## src/hw/rtl/read_quality_filter_assert.svh

```systemverilog
// Assertion macros shared by the read quality filter RTL.
`ifndef READ_QUALITY_FILTER_ASSERT_SVH
`define READ_QUALITY_FILTER_ASSERT_SVH

`ifndef SYNTHESIS

// Check a property on every clock edge outside reset.
`define RQF_ASSERT(label, clk, rst, prop) \
  label: assert property (@(posedge clk) disable iff (rst) (prop)) \
    else $error("read_quality_filter assertion failed");

// Check that a condition holds in the cycle after its trigger.
`define RQF_ASSERT_NEXT(label, clk, rst, ante, cons) \
  label: assert property (@(posedge clk) disable iff (rst) (ante) |=> (cons)) \
    else $error("read_quality_filter assertion failed");

`else

`define RQF_ASSERT(label, clk, rst, prop)
`define RQF_ASSERT_NEXT(label, clk, rst, ante, cons)

`endif

`endif

```

## src/hw/rtl/rqf_pkg.sv

```systemverilog
// Shared constants, types and register codes of the read quality filter.
`default_nettype none

package rqf_pkg;

  localparam int MAX_READ_LEN = 1024;
  localparam int CNT_W        = $clog2(MAX_READ_LEN + 1);

  localparam int BASE_W   = 8;
  localparam int QUAL_W   = 8;
  localparam int NLIM_W   = 11;
  localparam int FRAC_W   = 17;
  localparam int WSTART_W = 10;
  localparam int WLEN_W   = 11;
  localparam int PASS_W   = 20;
  localparam int WEND_W   = WLEN_W + 1;
  localparam int PROD_W   = CNT_W + FRAC_W;
  localparam int BOUND_W  = PROD_W - 16;

  localparam logic [BASE_W-1:0] BASE_UNKNOWN   = 8'd78;
  localparam logic [FRAC_W-1:0] FRACTION_ONE   = 17'h10000;
  localparam logic [PASS_W-1:0] PASS_TOTAL_MAX = 20'hFFFFF;

  // Register bus
  localparam int DATA_W = 32;
  localparam int ADDR_W = 5;
  localparam int IDX_W  = 3;

  localparam logic [IDX_W-1:0] REG_N_LIMIT       = 3'd0;
  localparam logic [IDX_W-1:0] REG_QUALITY_THR   = 3'd1;
  localparam logic [IDX_W-1:0] REG_LOW_FRACTION  = 3'd2;
  localparam logic [IDX_W-1:0] REG_WINDOW_START  = 3'd3;
  localparam logic [IDX_W-1:0] REG_WINDOW_LENGTH = 3'd4;
  localparam logic [IDX_W-1:0] REG_MAX_PASSED    = 3'd5;

  // Queue sizes
  localparam int SUMQ_DEPTH = 4;
  localparam int SUMQ_AW    = $clog2(SUMQ_DEPTH);
  localparam int OUTQ_DEPTH = 4;
  localparam int OUTQ_AW    = $clog2(OUTQ_DEPTH);

  typedef struct packed {
    logic [NLIM_W-1:0]   n_limit;
    logic [QUAL_W-1:0]   quality_threshold;
    logic [FRAC_W-1:0]   low_fraction;
    logic [WSTART_W-1:0] window_start;
    logic [WLEN_W-1:0]   window_length;
    logic [PASS_W-1:0]   max_passed;
  } cfg_t;

  typedef struct packed {
    logic [CNT_W-1:0] n_count;
    logic [CNT_W-1:0] low_count;
    logic [CNT_W-1:0] counted_length;
  } sum_t;

  typedef struct packed {
    logic             passed;
    logic [CNT_W-1:0] n_count;
    logic [CNT_W-1:0] low_count;
    logic [CNT_W-1:0] counted_length;
    logic             limit_reached;
  } res_t;

endpackage

`default_nettype wire

```

## src/hw/rtl/read_quality_filter.sv

```systemverilog
// Top level of the read quality filter: register port, front, summary queue, back.
//
//   channel   direction  handshake             payload
//   input     in         push / full           base, quality_char, last
//   result    out        pop / empty           passed, n_count, low_count,
//                                              counted_length, limit_reached
//   config    in/out     psel/penable/pwrite   paddr, pwdata, prdata (pready high)
//
// One base per cycle while full is low: the front only bumps running counters, and
// the back spends one 11x17 multiply per read, registered before the pass test.
// A result passes from the summary queue through the bound registers into the result
// queue before it shows on the result ports.
// Reset (rst, synchronous) clears counters, pass total, done and both queues, and
// loads the register defaults.
// full rises when four read summaries wait; the back takes one only when the
// result queue has room reserved for it, so results back up into the summary queue.
// Once done is set, bases are still taken but no further result is produced.
`default_nettype none

module read_quality_filter import rqf_pkg::*; (
  input  wire logic                clk,
  input  wire logic                rst,
  // input requests
  input  wire logic                push,
  output logic                     full,
  input  wire logic [BASE_W-1:0]   base,
  input  wire logic [QUAL_W-1:0]   quality_char,
  input  wire logic                last,
  // result requests
  output logic                     empty,
  input  wire logic                pop,
  output logic                     passed,
  output logic [CNT_W-1:0]         n_count,
  output logic [CNT_W-1:0]         low_count,
  output logic [CNT_W-1:0]         counted_length,
  output logic                     limit_reached,
  // register port
  input  wire logic                psel,
  input  wire logic                penable,
  input  wire logic                pwrite,
  input  wire logic [ADDR_W-1:0]   paddr,
  input  wire logic [DATA_W-1:0]   pwdata,
  output logic [DATA_W-1:0]        prdata,
  output logic                     pready
);

  cfg_t             cfg;
  logic             cfg_wr;
  logic [IDX_W-1:0] reg_idx;
  logic             accept;
  logic             sum_push;
  sum_t             sum_wdata;
  logic             sum_empty;
  logic             sum_pop;
  sum_t             sum_rdata;
  res_t             res;

  // Register port: no wait states, write on the access phase
  assign pready  = 1'b1;
  assign reg_idx = paddr[ADDR_W-1:2];
  assign cfg_wr  = psel && penable && pwrite && pready;

  always_ff @(posedge clk) begin
    if (rst) begin
      cfg.n_limit           <= NLIM_W'(10);
      cfg.quality_threshold <= QUAL_W'(55);
      cfg.low_fraction      <= FRAC_W'(13107);
      cfg.window_start      <= '0;
      cfg.window_length     <= WLEN_W'(MAX_READ_LEN);
      cfg.max_passed        <= '0;
    end else if (cfg_wr) begin
      unique case (reg_idx)
        REG_N_LIMIT:       cfg.n_limit           <= pwdata[NLIM_W-1:0];
        REG_QUALITY_THR:   cfg.quality_threshold <= pwdata[QUAL_W-1:0];
        REG_LOW_FRACTION:  cfg.low_fraction      <= pwdata[FRAC_W-1:0];
        REG_WINDOW_START:  cfg.window_start      <= pwdata[WSTART_W-1:0];
        REG_WINDOW_LENGTH: cfg.window_length     <= pwdata[WLEN_W-1:0];
        REG_MAX_PASSED:    cfg.max_passed        <= pwdata[PASS_W-1:0];
        default: begin
          // unmapped address: drop the write
        end
      endcase
    end
  end

  // Read back the register value; unmapped addresses read zero
  always_comb begin
    unique case (reg_idx)
      REG_N_LIMIT:       prdata = DATA_W'(cfg.n_limit);
      REG_QUALITY_THR:   prdata = DATA_W'(cfg.quality_threshold);
      REG_LOW_FRACTION:  prdata = DATA_W'(cfg.low_fraction);
      REG_WINDOW_START:  prdata = DATA_W'(cfg.window_start);
      REG_WINDOW_LENGTH: prdata = DATA_W'(cfg.window_length);
      REG_MAX_PASSED:    prdata = DATA_W'(cfg.max_passed);
      default:           prdata = '0;
    endcase
  end

  // Hold off new bases only when the summary queue cannot take a read end
  assign accept = push && !full;

  rqf_front u_front (
    .clk          (clk),
    .rst          (rst),
    .cfg          (cfg),
    .accept       (accept),
    .base         (base),
    .quality_char (quality_char),
    .last         (last),
    .sum_push     (sum_push),
    .sum          (sum_wdata)
  );

  rqf_sum_fifo u_sum_fifo (
    .clk   (clk),
    .rst   (rst),
    .push  (sum_push),
    .wdata (sum_wdata),
    .full  (full),
    .pop   (sum_pop),
    .empty (sum_empty),
    .rdata (sum_rdata)
  );

  rqf_back u_back (
    .clk       (clk),
    .rst       (rst),
    .cfg       (cfg),
    .sum_empty (sum_empty),
    .sum_rdata (sum_rdata),
    .sum_pop   (sum_pop),
    .res_pop   (pop),
    .res_empty (empty),
    .res       (res)
  );

  assign passed         = res.passed;
  assign n_count        = res.n_count;
  assign low_count      = res.low_count;
  assign counted_length = res.counted_length;
  assign limit_reached  = res.limit_reached;

endmodule

`default_nettype wire

```

## src/hw/rtl/rqf_front.sv

```systemverilog
// Per-base counting: window test, N and low-quality counts, one summary per read.
`default_nettype none
`include "read_quality_filter_assert.svh"

module rqf_front import rqf_pkg::*; (
  input  wire logic              clk,
  input  wire logic              rst,
  input  wire cfg_t              cfg,
  input  wire logic              accept,
  input  wire logic [BASE_W-1:0] base,
  input  wire logic [QUAL_W-1:0] quality_char,
  input  wire logic              last,
  output logic                   sum_push,
  output sum_t                   sum
);

  logic [CNT_W-1:0]  position;
  logic [CNT_W-1:0]  window_count;
  logic [CNT_W-1:0]  unknown_count;
  logic [CNT_W-1:0]  poor_count;
  logic [CNT_W-1:0]  position_next;
  logic [CNT_W-1:0]  window_count_next;
  logic [CNT_W-1:0]  unknown_count_next;
  logic [CNT_W-1:0]  poor_count_next;
  logic [WEND_W-1:0] win_end;
  logic              below_max;
  logic              in_window;

  assign win_end   = WEND_W'(cfg.window_start) + WEND_W'(cfg.window_length);
  assign below_max = position < CNT_W'(MAX_READ_LEN);
  assign in_window = below_max && (position >= CNT_W'(cfg.window_start)) &&
                     (WEND_W'(position) < win_end);

  always_comb begin
    window_count_next  = window_count;
    unknown_count_next = unknown_count;
    poor_count_next    = poor_count;
    position_next      = position;
    if (in_window) begin
      window_count_next = window_count + CNT_W'(1);
      if (base == BASE_UNKNOWN) begin
        unknown_count_next = unknown_count + CNT_W'(1);
      end
      if (quality_char < cfg.quality_threshold) begin
        poor_count_next = poor_count + CNT_W'(1);
      end
    end
    // Saturate at the longest read; later bases are never counted
    if (below_max) begin
      position_next = position + CNT_W'(1);
    end
  end

  assign sum_push           = accept && last;
  assign sum.n_count        = unknown_count_next;
  assign sum.low_count      = poor_count_next;
  assign sum.counted_length = window_count_next;

  always_ff @(posedge clk) begin
    if (rst) begin
      position      <= '0;
      window_count  <= '0;
      unknown_count <= '0;
      poor_count    <= '0;
    end else if (accept) begin
      if (last) begin
        position      <= '0;
        window_count  <= '0;
        unknown_count <= '0;
        poor_count    <= '0;
      end else begin
        position      <= position_next;
        window_count  <= window_count_next;
        unknown_count <= unknown_count_next;
        poor_count    <= poor_count_next;
      end
    end
  end

  `RQF_ASSERT(a_window_within_position, clk, rst, window_count <= position)
  `RQF_ASSERT(a_counts_within_window, clk, rst,
              (unknown_count <= window_count) && (poor_count <= window_count))
  `RQF_ASSERT_NEXT(a_last_clears, clk, rst, accept && last, position == '0)

endmodule

`default_nettype wire

```

## src/hw/rtl/rqf_sum_fifo.sv

```systemverilog
// Short queue of read summaries between the counting front and the decision back.
`default_nettype none

module rqf_sum_fifo import rqf_pkg::*; (
  input  wire logic clk,
  input  wire logic rst,
  input  wire logic push,
  input  wire sum_t wdata,
  output logic      full,
  input  wire logic pop,
  output logic      empty,
  output sum_t      rdata
);

  sum_t               mem [SUMQ_DEPTH];
  logic [SUMQ_AW-1:0] wr_ptr;
  logic [SUMQ_AW-1:0] rd_ptr;
  logic [SUMQ_AW:0]   count;
  logic               do_push;
  logic               do_pop;

  assign full    = count == (SUMQ_AW + 1)'(SUMQ_DEPTH);
  assign empty   = count == '0;
  assign do_push = push && !full;
  assign do_pop  = pop && !empty;
  assign rdata   = mem[rd_ptr];

  always_ff @(posedge clk) begin
    if (do_push) begin
      mem[wr_ptr] <= wdata;
    end
  end

  always_ff @(posedge clk) begin
    if (rst) begin
      wr_ptr <= '0;
      rd_ptr <= '0;
      count  <= '0;
    end else begin
      if (do_push) begin
        wr_ptr <= wr_ptr + SUMQ_AW'(1);
      end
      if (do_pop) begin
        rd_ptr <= rd_ptr + SUMQ_AW'(1);
      end
      count <= count + (SUMQ_AW + 1)'(do_push) - (SUMQ_AW + 1)'(do_pop);
    end
  end

endmodule

`default_nettype wire

```

## src/hw/rtl/rqf_back.sv

```systemverilog
// Read decision: quality bound multiply, pass test, pass total, done, result queue.
`default_nettype none
`include "read_quality_filter_assert.svh"

module rqf_back import rqf_pkg::*; (
  input  wire logic clk,
  input  wire logic rst,
  input  wire cfg_t cfg,
  input  wire logic sum_empty,
  input  wire sum_t sum_rdata,
  output logic      sum_pop,
  input  wire logic res_pop,
  output logic      res_empty,
  output res_t      res
);

  // Bound stage
  logic               a_valid;
  sum_t               a_sum;
  logic [BOUND_W-1:0] a_bound;
  logic               a_n_ok;
  logic [FRAC_W-1:0]  frac;
  logic [PROD_W-1:0]  prod;

  // Decision and result queue
  logic [PASS_W-1:0]  pass_total;
  logic [PASS_W-1:0]  pass_total_next;
  logic               done;
  logic               pass;
  logic               reached;
  logic               out_wr;
  res_t               res_in;
  res_t               outq [OUTQ_DEPTH];
  logic [OUTQ_AW-1:0] out_wr_ptr;
  logic [OUTQ_AW-1:0] out_rd_ptr;
  logic [OUTQ_AW:0]   out_count;
  logic               out_rd;

  // Take a summary only with room reserved for it downstream
  assign sum_pop = !sum_empty &&
                   (((OUTQ_AW + 1)'(out_count) + (OUTQ_AW + 1)'(a_valid)) <
                    (OUTQ_AW + 1)'(OUTQ_DEPTH));

  assign frac = (cfg.low_fraction > FRACTION_ONE) ? FRACTION_ONE : cfg.low_fraction;
  assign prod = PROD_W'(sum_rdata.counted_length) * PROD_W'(frac);

  always_ff @(posedge clk) begin
    if (rst) begin
      a_valid <= 1'b0;
    end else begin
      a_valid <= sum_pop;
    end
  end

  always_ff @(posedge clk) begin
    if (sum_pop) begin
      a_sum   <= sum_rdata;
      a_bound <= prod[PROD_W-1:16];
      a_n_ok  <= sum_rdata.n_count < cfg.n_limit;
    end
  end

  assign pass   = a_n_ok && (BOUND_W'(a_sum.low_count) < a_bound);
  assign out_wr = a_valid && !done;

  always_comb begin
    pass_total_next = pass_total;
    if (out_wr && pass && (pass_total != PASS_TOTAL_MAX)) begin
      pass_total_next = pass_total + PASS_W'(1);
    end
  end

  assign reached = out_wr && pass && (cfg.max_passed != '0) &&
                   (pass_total_next >= cfg.max_passed);

  assign res_in.passed         = pass;
  assign res_in.n_count        = a_sum.n_count;
  assign res_in.low_count      = a_sum.low_count;
  assign res_in.counted_length = a_sum.counted_length;
  assign res_in.limit_reached  = reached;

  always_ff @(posedge clk) begin
    if (rst) begin
      pass_total <= '0;
      done       <= 1'b0;
    end else begin
      pass_total <= pass_total_next;
      if (reached) begin
        done <= 1'b1;
      end
    end
  end

  assign res_empty = out_count == '0;
  assign out_rd    = res_pop && !res_empty;
  assign res       = outq[out_rd_ptr];

  always_ff @(posedge clk) begin
    if (out_wr) begin
      outq[out_wr_ptr] <= res_in;
    end
  end

  always_ff @(posedge clk) begin
    if (rst) begin
      out_wr_ptr <= '0;
      out_rd_ptr <= '0;
      out_count  <= '0;
    end else begin
      if (out_wr) begin
        out_wr_ptr <= out_wr_ptr + OUTQ_AW'(1);
      end
      if (out_rd) begin
        out_rd_ptr <= out_rd_ptr + OUTQ_AW'(1);
      end
      out_count <= out_count + (OUTQ_AW + 1)'(out_wr) - (OUTQ_AW + 1)'(out_rd);
    end
  end

  `RQF_ASSERT(a_credit_bound, clk, rst,
              ((OUTQ_AW + 1)'(out_count) + (OUTQ_AW + 1)'(a_valid)) <=
              (OUTQ_AW + 1)'(OUTQ_DEPTH))
  `RQF_ASSERT_NEXT(a_done_sticky, clk, rst, done, done)
  `RQF_ASSERT(a_no_result_after_done, clk, rst, done |-> !out_wr)
  `RQF_ASSERT(a_reach_needs_pass, clk, rst, reached |-> (pass && out_wr))

endmodule

`default_nettype wire
```

## config.mk

```make
export PLATFORM = sky130hd
export DESIGN_NAME = read_quality_filter
export DESIGN_NICKNAME = d
export VERILOG_FILES = /design/src/hw/rtl/rqf_pkg.sv /design/src/hw/rtl/read_quality_filter.sv /design/src/hw/rtl/rqf_front.sv /design/src/hw/rtl/rqf_sum_fifo.sv /design/src/hw/rtl/rqf_back.sv
export VERILOG_INCLUDE_DIRS = /design/src /design/src/hw/rtl
export SDC_FILE = /design/constraint.sdc
export NUM_CORES = 1
export LEC_CHECK = 0
export ABC_AREA = 1
export BUFFER_PORTS_ARGS = -buffer_cell sky130_fd_sc_hd__clkbuf_2
export CAP_MARGIN = 15
export CORE_ASPECT_RATIO = 0.5
export CORE_MARGIN = 5
export CORE_UTILIZATION = 56
export DETAILED_ROUTE_END_ITERATION = 12
export MAX_ROUTING_LAYER = met4
export PLACE_DENSITY = 0.82
export SKIP_CTS_REPAIR_TIMING = 1
export SYNTH_ARGS = -nofsm -noshare
export SYNTH_HDL_FRONTEND = slang
export SYNTH_SLANG_ARGS = --single-unit
```

## constraint.sdc

```tcl
create_clock -name clk -period 8.6 [get_ports clk]
set_input_delay 1.72 -clock clk [delete_from_list [all_inputs] [get_ports clk]]
set_output_delay 1.72 -clock clk [all_outputs]
set_load 0.02 [all_outputs]
```

==> impl_metrics.yaml <==
critical_path:
  timing.critical_path.slowest_stage_cell: "sky130_fd_sc_hd__inv_2"
  worst-endpoint-arrival_ns: 7.40
  timing.critical_path.fanout_max: 67
  crit_chain: "inv_2 -> nand2_1 -> nand3_1 -> nand2_1 -> inv_1 -> nand2_1 -> fa_1 -> fa_1 -> inv_1 -> fa_1 -> fa_1 -> inv_1 -> fa_1 -> inv_1 -> ha_1 -> nand2_1 -> nor3_1 -> inv_1 -> nor2_1 -> nor2_1 -> o21ai_0 -> a31oi_1 -> nand3_1 -> nand2_1"
  critical_path.max_stage_delay_ns: 0.78
  worst_setup_path_start_kind: "flip-flop"
  crit_type: "reg -> reg"
  crit_end_category: "flip-flop"
  worstPathRequired_ns: 8.92
clock_network:
  htreeDepth: 2
  cts_clock_pin_slew_for_the_worst_setup_and_hold_paths_ns: 0.07
  cts_tree: "yes"
  tritoncts.num_buffers: 44
  cts-root-buf: "sky130_fd_sc_hd__clkbuf_16"
  max-clock-path-buffers: 3
  clock_latency_reported_for_the_late_side_of_the_worst_skew_pair_ns: 0.59
  cts_sinks: 479
floorplanning:
  die_x_um: 327.3
  floorplan_core_area_um2: 50000
  effective_utilization_at_floorplan: 0.5639
  ioPinCount: 131
  rows: 58
  dieHeight_um: 168.7
  fp.dieArea_um2: 55200
timing:
  timing.final.crit_period_ns: 7.079
  finalHoldWorstSlack_ns: 0.4627
  max-slew-margin-rel: 0.2504
  clock-skew-final_ns: 0.02524
  clock.fmax_mhz: 141.3
  final.period_utilization: 0.8231
  final_setup_tns_ns: 0
  setup_repair_after_global_routing_missed_its_margin: "no"
  worst_slew_pin_slew_ns: 1.123
  final_hold_viol_count: 0
  slew_viol_final: 0
  setup-violations-final: 0
yosys:
  synthDominantAreaCellType: "sky130_fd_sc_hd__edfxtp_1"
  post_synth_most_frequent_cells: "556 x sky130_fd_sc_hd__nand2_1, 487 x sky130_fd_sc_hd__inv_1, 369 x sky130_fd_sc_hd__nor2_1, 318 x sky130_fd_sc_hd__edfxtp_1, 221 x sky130_fd_sc_hd__o21ai_0"
  synth_top_flop_cell: "sky130_fd_sc_hd__edfxtp_1"
  async_reset_ff_frac: 0
  postSynthAreaPerCell_um2: 8.936
  post_synth_instance_area_um2: 28190
  netlist_instances: 3155
  synth_most_common_cell: "sky130_fd_sc_hd__nand2_1"
  synth_warnings: 0
  ys_top_cells_by_area: "sky130_fd_sc_hd__edfxtp_1 34%, sky130_fd_sc_hd__dfxtp_1 11%, sky130_fd_sc_hd__fa_1 9.7%, sky130_fd_sc_hd__nand2_1 7.4%, sky130_fd_sc_hd__ha_1 7.0%"
  synth_edf_count: 318
  synthDistinctLibCells: 52
  sequential_to_total_area_share_from_yosys_stat: 0.4530
  synth.ff_latch_count: 479
  synth_top_area_share: 0.3387
global_route:
  overflow: 0
  antenna_violations_before_repair: 1
  grt_pass1_wl_um: 112900
  via_count_of_the_first_global_routing_pass: 21120
  grt_start_max_net_pins: 72
  grt_use_total: 0.2635
placement:
  gp_routability_congestion: 1.003
  io_buffer_count: 103
  dpl.cell_count: 3824
  detailedPlacementHpwl_um: 50580
hold_path:
  min-delay-start: "u_back.done"
  min-delay-path-class: "reg -> reg"
job:
  maxCapViolCount: 0
cells_and_area:
  register_area_um2: 12770
  drive_above_1_share: 0.07088
  fillerInstances: 3915
  nets: 3564
  area_growth_pct: 8.756
  area_of_the_multi_input_gates_um2: 13060
  finish.cell_count_without_fillers: 3906
run_status:
  status: "finished clean"
drt:
  post_drt_via_cell_ratio: 5.669
  num_vias: 22140
  routed_wire_length_per_instance_um: 18.31
  drt_drc_violations_left: 0
  drt_pass1_iterations: 6
  drt_wl_total_um: 71520
  drt_iter0_drc: 2484
  route.antenna.remaining_nets: 0
[state kept, by name (all words and copies together), names as in the netlist, 11 cells and up, named ones only]
register / cells
u_front.poor_count: 11
u_back.outq: 140
u_front.position: 11
u_back.pass_total: 20
u_back.a_bound: 12
u_front.unknown_count: 11
u_sum_fifo.mem: 132
u_back.a_sum: 33
cfg: 77
u_front.window_count: 11
[critical path: cells and delay by family (launching register included)]
kind	cells	cell delay, ns
flip-flops	1	0.32
AND/OR/NAND/NOR	10	1.24
AO/OA/AOI/OAI	2	0.56
buffers and inverters	6	1.64
adder cells (fa/ha/maj)	6	3.05
[final cells by class]
type / count / share of cell area
Tap cell: 660 / 0.02693
Timing Repair Buffer: 122 / 0.02146
Inverter: 501 / 0.06133
Antenna cell: 1 / 0.00008161
Multi-Input combinational cell: 2062 / 0.4259
Sequential cell: 479 / 0.4166
Clock inverter: 28 / 0.009957
Clock buffer: 53 / 0.03771
[layer usage]
layer | vias to the layer above | track usage | wire length [um]
li1 | 10470 | - | -
met1 | 10460 | 0.3516 | 29390
met2 | 1045 | 0.4199 | 33160
met3 | 167 | 0.05454 | 7061
met4 | 0 | 0.06590 | 1900
met5 | - | - | 0
[metrics by stage]
step	setup WS, ns	utilization	instance area, um^2
after global placement	1.793	0.5840	29200
after global routing	1.033	0.6132	30660
after CTS	1.691	0.6132	30660
after floorplan	2.858	-	28230
after detailed placement	1.699	0.5840	29200
final	1.521	0.6132	30660
[final timing paths]
check	slack, ns	endpoint	cells past startpoint
worst max register to register	1.52	u_back.a_bound[11]	24
worst min register to register	0.46	u_back.done	2
worst min-delay path	0.46	u_back.done	2
worst max-delay path	1.52	u_back.a_bound[11]	24
[cells in the final DEF (no fill, tap or decap), drive strengths merged, types with 3 or more instances in the layout]
cell     instances
bufinv           5
nor3            46
buf             19
a221oi          10
nand3          121
nand4           55
clkbuf         156
o2111ai          3
o21ai          241
edfxtp         318
a211oi           5
o21a             5
xor2            51
o211ai          11
xnor2            9
nor3b            6
a31oi            6
clkinv          21
a21o             4
nor2           373
nand2          557
o221ai           5
o21bai           3
fa             136
conb            13
inv            502
nor4             7
a21oi          158
dfxtp          161
a21boi           3
ha             157
o22ai           67
[cells by family after synthesis]
kind of cell             after synthesis  synth area share
adder cells (fa/ha/maj)              293            0.1662
XOR/XNOR                              60           0.01864
AND/OR/NAND/NOR                     1170            0.1725
flip-flops                           479            0.4530
buffers and inverters                625           0.08676
other                                  2         0.0002664
AO/OA/AOI/OAI                        526            0.1026
Power is left out: the tool's default activity adds up to more than one toggle a clock period on the data nets, which glitch-free logic cannot reach.
